--- config.mk ---
export PLATFORM = sky130hd
export DESIGN_NAME = source_tokenizer
export DESIGN_NICKNAME = d
export VERILOG_FILES = /design/src/rtl/core/stok_pkg.sv /design/src/rtl/core/source_tokenizer.sv
export SDC_FILE = /design/constraint.sdc
export NUM_CORES = 1
export LEC_CHECK = 0
export ABC_CLOCK_PERIOD_IN_PS = 11900
export BUFFER_PORTS_ARGS = -buffer_cell sky130_fd_sc_hd__buf_2
export CORE_ASPECT_RATIO = 1.75
export CORE_UTILIZATION = 40
export CTS_CLUSTER_DIAMETER = 60
export DETAILED_ROUTE_END_ITERATION = 6
export GPL_TIMING_DRIVEN = 0
export HOLD_SLACK_MARGIN = 0.03
export SETUP_SLACK_MARGIN = 0.05
export SLEW_MARGIN = 10
export SYNTH_ARGS = -nofsm -noshare
export SYNTH_HDL_FRONTEND = slang
export SYNTH_SLANG_ARGS = --single-unit
--- constraint.sdc ---
create_clock -name i_clk -period 11.9 [get_ports i_clk]
set_input_delay 2.38 -clock i_clk [delete_from_list [all_inputs] [get_ports i_clk]]
set_output_delay 2.38 -clock i_clk [all_outputs]
set_load 0.005 [all_outputs]
--- src/rtl/core/stok_pkg.sv ---
`timescale 1ns / 1ps
// ----------------------------------------------------------------------------
// stok_pkg - source tokenizer shared definitions
// Payload structs, token and scan codes, and character class helpers.
// ----------------------------------------------------------------------------
package stok_pkg;

    localparam int TEXT_BYTES          = 8;
    localparam int TEXT_W              = 8 * TEXT_BYTES;
    localparam int LEN_W               = 4;
    localparam int MAX_TOKEN_CHARS_DEF = 8;

    typedef enum logic [2:0] {
        KIND_IDENT    = 3'd0,
        KIND_NUMBER   = 3'd1,
        KIND_OPERATOR = 3'd2,
        KIND_KEYWORD  = 3'd3,
        KIND_PUNCT    = 3'd4,
        KIND_END      = 3'd5
    } t_token_kind;

    typedef enum logic [1:0] {
        MODE_IDLE   = 2'd0,
        MODE_IDENT  = 2'd1,
        MODE_NUMBER = 2'd2
    } t_scan_mode;

    typedef enum logic {
        OP_BYTE = 1'b0,
        OP_END  = 1'b1
    } t_src_op;

    typedef struct packed {
        logic       op;
        logic [7:0] source_byte;
    } t_src_in;

    typedef struct packed {
        t_token_kind        token_kind;
        logic [TEXT_W-1:0]  token_text;
        logic [LEN_W-1:0]   token_length;
        logic               truncated;
        logic               last_of_item;
    } t_token_out;

    // keyword texts, first character in the lowest byte
    localparam logic [TEXT_W-1:0] KW_INT_TEXT    = 64'h0000_0000_0074_6E69;
    localparam logic [TEXT_W-1:0] KW_RETURN_TEXT = 64'h0000_6E72_7574_6572;
    localparam logic [LEN_W-1:0]  KW_INT_LEN     = 4'd3;
    localparam logic [LEN_W-1:0]  KW_RETURN_LEN  = 4'd6;

    function automatic logic is_letter(input logic [7:0] c);
        return (c >= 8'h61 && c <= 8'h7A) || (c >= 8'h41 && c <= 8'h5A);
    endfunction

    function automatic logic is_digit(input logic [7:0] c);
        return c >= 8'h30 && c <= 8'h39;
    endfunction

    // + - * /
    function automatic logic is_operator(input logic [7:0] c);
        return c == 8'h2B || c == 8'h2D || c == 8'h2A || c == 8'h2F;
    endfunction

    // { } ( ) ;
    function automatic logic is_punct(input logic [7:0] c);
        return c == 8'h7B || c == 8'h7D || c == 8'h28 || c == 8'h29 || c == 8'h3B;
    endfunction

endpackage

--- src/rtl/core/source_tokenizer.sv ---
`timescale 1ns / 1ps
// ----------------------------------------------------------------------------
// source_tokenizer - byte-serial lexical analyzer
// Scans source text one byte per transfer and emits identifier, number,
// keyword, operator, punctuator and end tokens.
// ----------------------------------------------------------------------------
// Throughput: one source byte per cycle while the token channel does not stall.
// A byte that ends a pending token and is itself an operator or punctuator,
// and an end-of-source item that flushes a pending token, produce two tokens;
// the second waits in a spill register behind the output register, and the
// input is held until it drains. The first token is registered in the output
// register in the cycle after the input transfer. Tokens longer than
// MAX_TOKEN_CHARS keep their first characters and flag truncation.
module source_tokenizer #(
    parameter int MAX_TOKEN_CHARS = stok_pkg::MAX_TOKEN_CHARS_DEF
) (
    input  logic                 i_clk,
    input  logic                 i_rst_n,
    // source byte channel
    input  logic                 i_in_valid,
    output logic                 o_in_stall,
    input  stok_pkg::t_src_in    i_in_data,
    // token channel
    output logic                 o_out_valid,
    input  logic                 i_out_stall,
    output stok_pkg::t_token_out o_out_data
);

    localparam logic [stok_pkg::LEN_W-1:0] LEN_MAX = stok_pkg::LEN_W'(MAX_TOKEN_CHARS);

    // scanner state
    stok_pkg::t_scan_mode             r_mode, n_mode;
    logic [stok_pkg::TEXT_W-1:0]      r_text, n_text;
    logic [stok_pkg::LEN_W-1:0]       r_len,  n_len;
    logic                             r_ovf,  n_ovf;

    // output register and spill stage
    stok_pkg::t_token_out             r_out,  n_out;
    logic                             r_out_v, n_out_v;
    stok_pkg::t_token_out             r_spill, n_spill;
    logic                             r_spill_v, n_spill_v;

    // tokens produced by the current transfer
    stok_pkg::t_token_out             res0, res1;
    logic [1:0]                       res_cnt;

    logic                             accept;
    logic                             pop;
    logic [7:0]                       c;
    logic                             pend_active;
    stok_pkg::t_token_out             flush_tok;

    // Hold the input while a second token waits, or while the output
    // register is full and not being drained.
    assign o_in_stall  = r_spill_v | (r_out_v & i_out_stall);
    assign accept      = i_in_valid & ~o_in_stall;
    assign pop         = r_out_v & ~i_out_stall;
    assign o_out_valid = r_out_v;
    assign o_out_data  = r_out;

    assign c = i_in_data.source_byte;
    assign pend_active = (r_mode == stok_pkg::MODE_IDENT) ||
                         (r_mode == stok_pkg::MODE_NUMBER);

    // Pending token as it would be flushed; keywords only when not truncated.
    always_comb begin
        flush_tok              = '0;
        flush_tok.token_kind   = (r_mode == stok_pkg::MODE_IDENT) ? stok_pkg::KIND_IDENT
                                                                  : stok_pkg::KIND_NUMBER;
        flush_tok.token_text   = r_text;
        flush_tok.token_length = r_len;
        flush_tok.truncated    = r_ovf;
        if (r_mode == stok_pkg::MODE_IDENT && !r_ovf &&
            ((r_len == stok_pkg::KW_INT_LEN    && r_text == stok_pkg::KW_INT_TEXT) ||
             (r_len == stok_pkg::KW_RETURN_LEN && r_text == stok_pkg::KW_RETURN_TEXT))) begin
            flush_tok.token_kind = stok_pkg::KIND_KEYWORD;
        end
    end

    // Next scanner state for an accepted transfer.
    always_comb begin
        n_mode = r_mode;
        n_text = r_text;
        n_len  = r_len;
        n_ovf  = r_ovf;
        if (accept) begin
            if (i_in_data.op == stok_pkg::OP_END) begin
                n_mode = stok_pkg::MODE_IDLE;
                n_text = '0;
                n_len  = '0;
                n_ovf  = 1'b0;
            end else if ((r_mode == stok_pkg::MODE_IDENT &&
                          (stok_pkg::is_letter(c) || stok_pkg::is_digit(c))) ||
                         (r_mode == stok_pkg::MODE_NUMBER && stok_pkg::is_digit(c))) begin
                // extend the pending token, or mark overflow when full
                if (r_len < LEN_MAX) begin
                    for (int b = 0; b < stok_pkg::TEXT_BYTES; b++) begin
                        if (r_len == stok_pkg::LEN_W'(b)) begin
                            n_text[8*b +: 8] = c;
                        end
                    end
                    n_len = r_len + stok_pkg::LEN_W'(1);
                end else begin
                    n_ovf = 1'b1;
                end
            end else begin
                // end the pending token; a letter or digit starts a new one
                n_text = '0;
                n_len  = '0;
                n_ovf  = 1'b0;
                n_mode = stok_pkg::MODE_IDLE;
                if (stok_pkg::is_letter(c)) begin
                    n_mode      = stok_pkg::MODE_IDENT;
                    n_text[7:0] = c;
                    n_len       = stok_pkg::LEN_W'(1);
                end else if (stok_pkg::is_digit(c)) begin
                    n_mode      = stok_pkg::MODE_NUMBER;
                    n_text[7:0] = c;
                    n_len       = stok_pkg::LEN_W'(1);
                end
            end
        end
    end

    // Tokens for the current transfer, in order, with the last one flagged.
    always_comb begin
        stok_pkg::t_token_out single;
        logic                 has_single;
        single     = '0;
        has_single = 1'b0;
        res0       = '0;
        res1       = '0;
        res_cnt    = 2'd0;
        if (i_in_data.op == stok_pkg::OP_END) begin
            single.token_kind = stok_pkg::KIND_END;
            has_single        = 1'b1;
        end else if (stok_pkg::is_operator(c) || stok_pkg::is_punct(c)) begin
            single.token_kind   = stok_pkg::is_operator(c) ? stok_pkg::KIND_OPERATOR
                                                           : stok_pkg::KIND_PUNCT;
            single.token_text   = {{(stok_pkg::TEXT_W-8){1'b0}}, c};
            single.token_length = stok_pkg::LEN_W'(1);
            has_single          = 1'b1;
        end
        single.last_of_item = 1'b1;

        // a byte that extends the pending token flushes nothing
        if (i_in_data.op == stok_pkg::OP_BYTE &&
            ((r_mode == stok_pkg::MODE_IDENT &&
              (stok_pkg::is_letter(c) || stok_pkg::is_digit(c))) ||
             (r_mode == stok_pkg::MODE_NUMBER && stok_pkg::is_digit(c)))) begin
            res_cnt = 2'd0;
        end else if (pend_active) begin
            res0 = flush_tok;
            if (has_single) begin
                res1    = single;
                res_cnt = 2'd2;
            end else begin
                res0.last_of_item = 1'b1;
                res_cnt           = 2'd1;
            end
        end else if (has_single) begin
            res0    = single;
            res_cnt = 2'd1;
        end
    end

    // Output register and spill stage.
    always_comb begin
        n_out     = r_out;
        n_out_v   = r_out_v & ~pop;
        n_spill   = r_spill;
        n_spill_v = r_spill_v;
        if (r_spill_v) begin
            if (pop) begin
                n_out     = r_spill;
                n_out_v   = 1'b1;
                n_spill_v = 1'b0;
            end
        end else if (accept && res_cnt != 2'd0) begin
            n_out   = res0;
            n_out_v = 1'b1;
            if (res_cnt == 2'd2) begin
                n_spill   = res1;
                n_spill_v = 1'b1;
            end
        end
    end

    always_ff @(posedge i_clk) begin
        if (!i_rst_n) begin
            r_mode    <= stok_pkg::MODE_IDLE;
            r_text    <= '0;
            r_len     <= '0;
            r_ovf     <= 1'b0;
            r_out_v   <= 1'b0;
            r_spill_v <= 1'b0;
        end else begin
            r_mode    <= n_mode;
            r_text    <= n_text;
            r_len     <= n_len;
            r_ovf     <= n_ovf;
            r_out_v   <= n_out_v;
            r_spill_v <= n_spill_v;
        end
    end

    // payload registers carry no reset
    always_ff @(posedge i_clk) begin
        r_out   <= n_out;
        r_spill <= n_spill;
    end

    // ------------------------------------------------------------------
    // Assertions
    // ------------------------------------------------------------------
    a_spill_behind_out: assert property (@(posedge i_clk) disable iff (!i_rst_n)
        r_spill_v |-> r_out_v)
        else $error("spill stage holds a token while output register is empty");

    a_spill_is_last: assert property (@(posedge i_clk) disable iff (!i_rst_n)
        r_spill_v |-> r_spill.last_of_item)
        else $error("second token of a transfer is not flagged last");

    a_len_bound: assert property (@(posedge i_clk) disable iff (!i_rst_n)
        r_len <= LEN_MAX)
        else $error("pending length exceeds token capacity");

    a_ovf_full: assert property (@(posedge i_clk) disable iff (!i_rst_n)
        r_ovf |-> (r_len == LEN_MAX))
        else $error("overflow set while pending token is not full");

    a_end_clears: assert property (@(posedge i_clk) disable iff (!i_rst_n)
        (accept && i_in_data.op == stok_pkg::OP_END) |=>
            (r_mode == stok_pkg::MODE_IDLE && r_len == '0 && r_out_v))
        else $error("end of source did not clear scanner or emit a token");

endmodule

# ---- Word level (Yosys, flattened, before mapping)
# Index checks and enable logic that the tools add are counted.
dict set report classes {
  add_sub_neg 1
  order_cmp 7
  eq_ne 33
  muxes 51
  bitwise 11
  n_reduce_logical 42
}
# op count
set ops {}
lappend ops {{$mux 73} 6}
lappend ops {{$mux 64} 3}
lappend ops {{$mux 8} 10}
lappend ops {{$mux 71} 1}
lappend ops {{$mux 68} 1}
lappend ops {{$eq 64x23->1 const B} 1}
lappend ops {{$eq 64x47->1 const B} 1}
lappend ops {{$eq 8x6->1 const B} 7}
lappend ops {{$ne 3x3->1 const B} 10}
lappend ops {{$reduce_and 3->1} 9}
lappend ops {{$mux 1} 17}
lappend ops {{$eq 4x3->1 const B} 4}
lappend ops {{$eq 8x7->1 const B} 2}
lappend ops {{$ge 8x7->1 const B} 2}
lappend ops {{$le 8x7->1 const B} 2}
lappend ops {{$mux 2} 8}
lappend ops {{$logic_or 1x1->1} 13}
lappend ops {{$mux 4} 3}
lappend ops {{$logic_and 1x1->1} 11}
lappend ops {{$eq 4x2->1 const B} 2}
lappend ops {{$ge 8x6->1 const B} 1}
lappend ops {{$le 8x6->1 const B} 1}
lappend ops {{$reduce_and 2->1} 4}
lappend ops {{$mux 3} 2}
lappend ops {{14 further kinds} 24}
dict set report word_totals {
  ff_bits 219
  input_bits 13
  word_cells 168
}

# ---- Longest topological paths before layout
dict set report depth {
  word_depth 15
  depth_mapped 9
  ltp_nobuf 8
}

# ---- Worst setup path before layout
# Ideal clock, no wire load.
dict set report synth_path {
  path_kind {input port to flip-flop}
  from {input i_in_data[0] (netlist name)}
  to {register r_out, in the netlist o_out_data[0] (enable)}
  arrival_ns 7.219
  required_ns 11.370
  slack_ns 4.151
  cell_stages 6
  path_buffers 1
  cell_sequence {buf_6 or4_4 o221a_2 o21ai_4 nand2_1 o22ai_1}
}
dict set report synth_via {
  elab_chain_cells 15
}
# element line_no
set synth_rtl {}
lappend synth_rtl {{from (decl)} source_tokenizer.sv:22} ;# input stok_pkg::t_src_in i_in_data,
lappend synth_rtl {{$eq 8x7->1} stok_pkg.sv:67} ;# return c == 8'h7B || c == 8'h7D || c == 8'h28 || c == 8'h29 || c == 8'h3B;
lappend synth_rtl {{$logic_or 1x1->1 (4 in a row)} stok_pkg.sv:67}
lappend synth_rtl {{$logic_or 1x1->1} source_tokenizer.sv:137} ;# end else if (stok_pkg::is_operator(c) || stok_pkg::is_punct(c)) begin
lappend synth_rtl {{$mux 1} source_tokenizer.sv:137}
lappend synth_rtl {{$mux 1} source_tokenizer.sv:134} ;# if (i_in_data.op == stok_pkg::OP_END) begin
lappend synth_rtl {{$mux 1 / $mux 2 (equally long branches)} {source_tokenizer.sv:161, source_tokenizer.sv:154}}
lappend synth_rtl {{$mux 2} source_tokenizer.sv:152} ;# end else if (pend_active) begin
lappend synth_rtl {{$mux 2 *} source_tokenizer.sv:147} ;# if (i_in_data.op == stok_pkg::OP_BYTE &&
lappend synth_rtl {{$reduce_bool 2->1 *} source_tokenizer.sv:179} ;# end else if (accept && res_cnt != 2'd0) begin
lappend synth_rtl {{$logic_and 1x1->1 *} source_tokenizer.sv:179}
lappend synth_rtl {{$reduce_bool 2->1 (no line) *} n/a}
lappend synth_rtl {{$reduce_and 2->1 (no line) *} n/a}
lappend synth_rtl {{to (signal assigned)} source_tokenizer.sv:209} ;# r_out <= n_out;
lappend synth_rtl {{to (decl)} source_tokenizer.sv:38} ;# stok_pkg::t_token_out r_out, n_out;
# Mark *: on every way between the ends. The rest lies on a longest branch, timed or not.
# A chain may end at the register's enable or synchronous reset.

# ---- Worst setup path after layout
dict set report layout_path {
  from {input i_out_stall}
  to {output o_in_stall}
}
dict set report layout_via {
  elab_chain_cells 2
}
# element line_no
set layout_rtl {}
lappend layout_rtl {{from (decl)} source_tokenizer.sv:25} ;# input logic i_out_stall,
lappend layout_rtl {{$and 1x1->1} source_tokenizer.sv:55} ;# assign o_in_stall = r_spill_v | (r_out_v & i_out_stall);
lappend layout_rtl {{$or 1x1->1} source_tokenizer.sv:55}
lappend layout_rtl {{to (decl)} source_tokenizer.sv:21} ;# output logic o_in_stall,
# Every way passes these cells.

==> summary.txt <==
Outcome
  – Status: finished clean

Clock tree
  – Number of gates resized after CTS: 0
  – Clock latency on the worst-skew pair: 0.43 ns
  – Clock Pin Slew Worst Setup and Hold Paths: 0.06 ns
  – TritonCTS clock tree: done
  – Number of setup buffers added after CTS: 0
  – Inserted Clock Buffers: 17
  – Clock sink count: 159
  – Bufs on Longest Clock Path: 2
  – CTS Hold Bufs: 0
  – Maximum level of the CTS H-tree: 4
  – Root Buffer: clkbuf_16

Global routing
  – Vias in the first global route: between 4000 and 5000
  – First-pass GRT wire length: 27.8 mm
  – Global route overflow: 0
  – Pin count of the biggest net entering global routing: 31
  – Initial antenna violation count: 0
  – GRT Total Usage: 21.8%

Floorplan
  – Initial core utilization: between 40% and 50%
  – Die height: 173 µm
  – Die area: between 0.015 and 0.02 mm²
  – Num ports: a little under 90
  – Core Area: 0.0164 mm²
  – Chip Width: 99.8 µm
  – Row count: 62

Setup path
  – Startpoint Class: input pin
  – Setup Crit Path Kind: in -> out
  – Crit. End Element: output pin
  – Crit path buffers/inverters: 3
  – Peak fanout along the critical path: 3
  – Slowest library cell on the worst path: a21oi_1
  – Crit path DAT: slightly below 3 ns
  – CP delay by family, top: buffers and inverters
  – Crit-path cells: buf_2 -> a21oi_1 -> inv_1 -> buf_2
  – Required @ worst endpoint: around 9.5 ns
  – Crit path largest cell delay: 0.27 ns
  – Most frequent CP cell: buf_2

Finish
  – Share of cells above drive strength 1: 22.3%
  – Post-route cell area: 0.00808 mm²
  – Commonest cells after routing, fill and taps aside: buf_2, edfxtp_1, dfxtp_1, and2_1, nand2_1
  – Commonest non-fill, non-tap cell in the layout: buf_2
  – Utilization after layout: slightly below 50%
  – ANT cells: 0
  – Area grow syn2layout: 20.8%
  – Nets@finish: 685

Route
  – ANT nets after route: 0
  – Via count: 4867
  – Wire length per cell: 20.1 µm
  – DR pass1 iterations: 5
  – Initial DRC count: ~250
  – Vias per cell: 5.40
  – Routed WL: 18.1 mm
  – DRC Markers: 0

Job
  – Max-cap violation count: 0

STA
  – Post-route setup TNS: 0 ns
  – Max Clk Rate: 187 MHz
  – RSZ-0062 raised after global routing: no
  – Fin crit share: between 40% and 50%
  – Fin crit period: 5.34 ns
  – Tightest Pin Transition: 1.18 ns
  – Final Setup Violations: 0
  – Relative slew slack: between 20% and 30%
  – Pins Over Slew Limit: 0
  – Final hold vios: 0
  – Clock Skews: between 0.01 and 0.015 ns

Power
  – Maximum VDD drop: 0.0000885 V
  – Leakage dissipation: 3.08 nW
  – P per Cell Area: 153 mW/mm²

Logic synthesis
  – Mapped Avg Cell Area: 12.0 µm²
  – Mapped Area: between 0.006 and 0.007 mm²
  – Yosys cell types: 62
  – Post-Syn Nets: 580
  – Synth area leader: edfxtp_1
  – Synth Flop Type: edfxtp_1
  – Synth async-reset ratio: 0%
  – Register area share after synthesis: 60.4%
  – Post-synth EDFFs: 86
  – Yosys warning count: 0
  – Yosys top cell area share: between 30 and 40%
  – Cell count after synthesis: 560
  – Largest cells by area after synthesis: edfxtp_1, dfxtp_1, and2_1, a22o_1, nand2_1
  – FF+latch count, synth: roughly 160

Placement
  – GP Congestion: 0.922
  – Dpl hpwl: 13.6 mm
  – Placement Cell Area: 0.00747 mm²
  – Port Buffer Count: 83

Worst hold path
  – Min-delay worst type: reg -> reg
cell type report:
type / count / area, µm²
repair buffers: 86 / 474
fillers: 1488 / 8290
clock buffers: 20 / 458
plain buffers: 31 / 154
flip-flops and latches: 159 / 4040
well taps: 224 / 280
multi-input cells: 352 / 2450
clock inverters: 12 / 159
inverters: 18 / 67.6
layer usage:
metal | vias to the layer above | GRT usage, % | part of all wire (%)
li1 | 2292 | - | -
met1 | 2362 | 22.2 | 37
met2 | 169 | 40.5 | 55
met3 | 44 | 4.16 | 4.0
met4 | 0 | 12.7 | 4.5
met5 | - | 0 | 0
cell families after synthesis:
| logic type | after synthesis | share of synthesized area [%] |
|---|---|---|
| AND/OR/NAND/NOR | 216 | 18.9 |
| flip-flops | 159 | 60.4 |
| AO/OA/AOI/OAI | 114 | 13.9 |
| buffers and inverters | 49 | 3.31 |
| multiplexers | 14 | 2.09 |
| adder cells (fa/ha/maj) | 7 | 1.31 |
| other | 1 | 0.0560 |
worst reg2reg max path, cell delays in order, from the launching register on:
cell and delay, ns:
dfxtp_1 0.35, inv_1 0.06, ha_1 0.28, nor3b_1 0.20, a31o_2 0.26, o21ai_4 0.16, nand2_1 0.24, o22ai_4 0.70
buf_12 0.29
power by group:
group          internal (W)  switching [W]   total, W
sequential         0.000591     0.00000415   0.000595
combinational     0.0000236      0.0000480  0.0000716
clock              0.000344       0.000222   0.000566
flip-flops by register name, indices dropped and copies added, names as in the netlist:
name and flops:
o_out_data 73, r_ovf 1, r_mode 2, r_spill 13, r_len 4, r_text 64, o_out_valid 1, r_spill_v 1
Yosys cell counts, types with 3 or more instances:
master	count
a21o_1	3
a21oi_1	16
a221o_1	8
a22o_1	34
a31o_2	3
a31o_4	3
a41oi_1	3
and2_1	71
and3_1	6
buf_2	6
buf_4	4
clkbuf_1	18
dfxtp_1	73
edfxtp_1	86
ha_1	7
inv_1	18
mux2i_1	14
nand2_1	49
nand3_1	10
nand4_1	7
nand4b_1	5
nor2_1	17
nor2b_1	6
nor3_1	4
nor3b_1	5
nor4_1	14
nor4b_1	4
o21ai_0	22
final timing paths:
path,slack [ns],depth (start not counted),start,endpoint
worst min register to register,0.48,2,r_text[50],r_text[50]
worst min-delay path,0.48,2,r_text[50],r_text[50]
worst max register to register,9.03,8,r_mode[1],o_out_data[67]
worst max-delay path,6.56,4,i_out_stall,o_in_stall
metrics by stage:
stage	power, W	setup WS, ns	cells	hold WS, ns
final	0.00123	6.56	902	0.478
after global routing	0.00127	6.50	902	0.502
after CTS	0.00124	6.57	902	0.479
after detailed placement	0.000679	6.28	870	0.466
after global placement	0.000676	2.48	867	0.463
after floorplan	0.000647	4.15	560	0.437
Note: power is estimated with default switching activity, not from simulation.
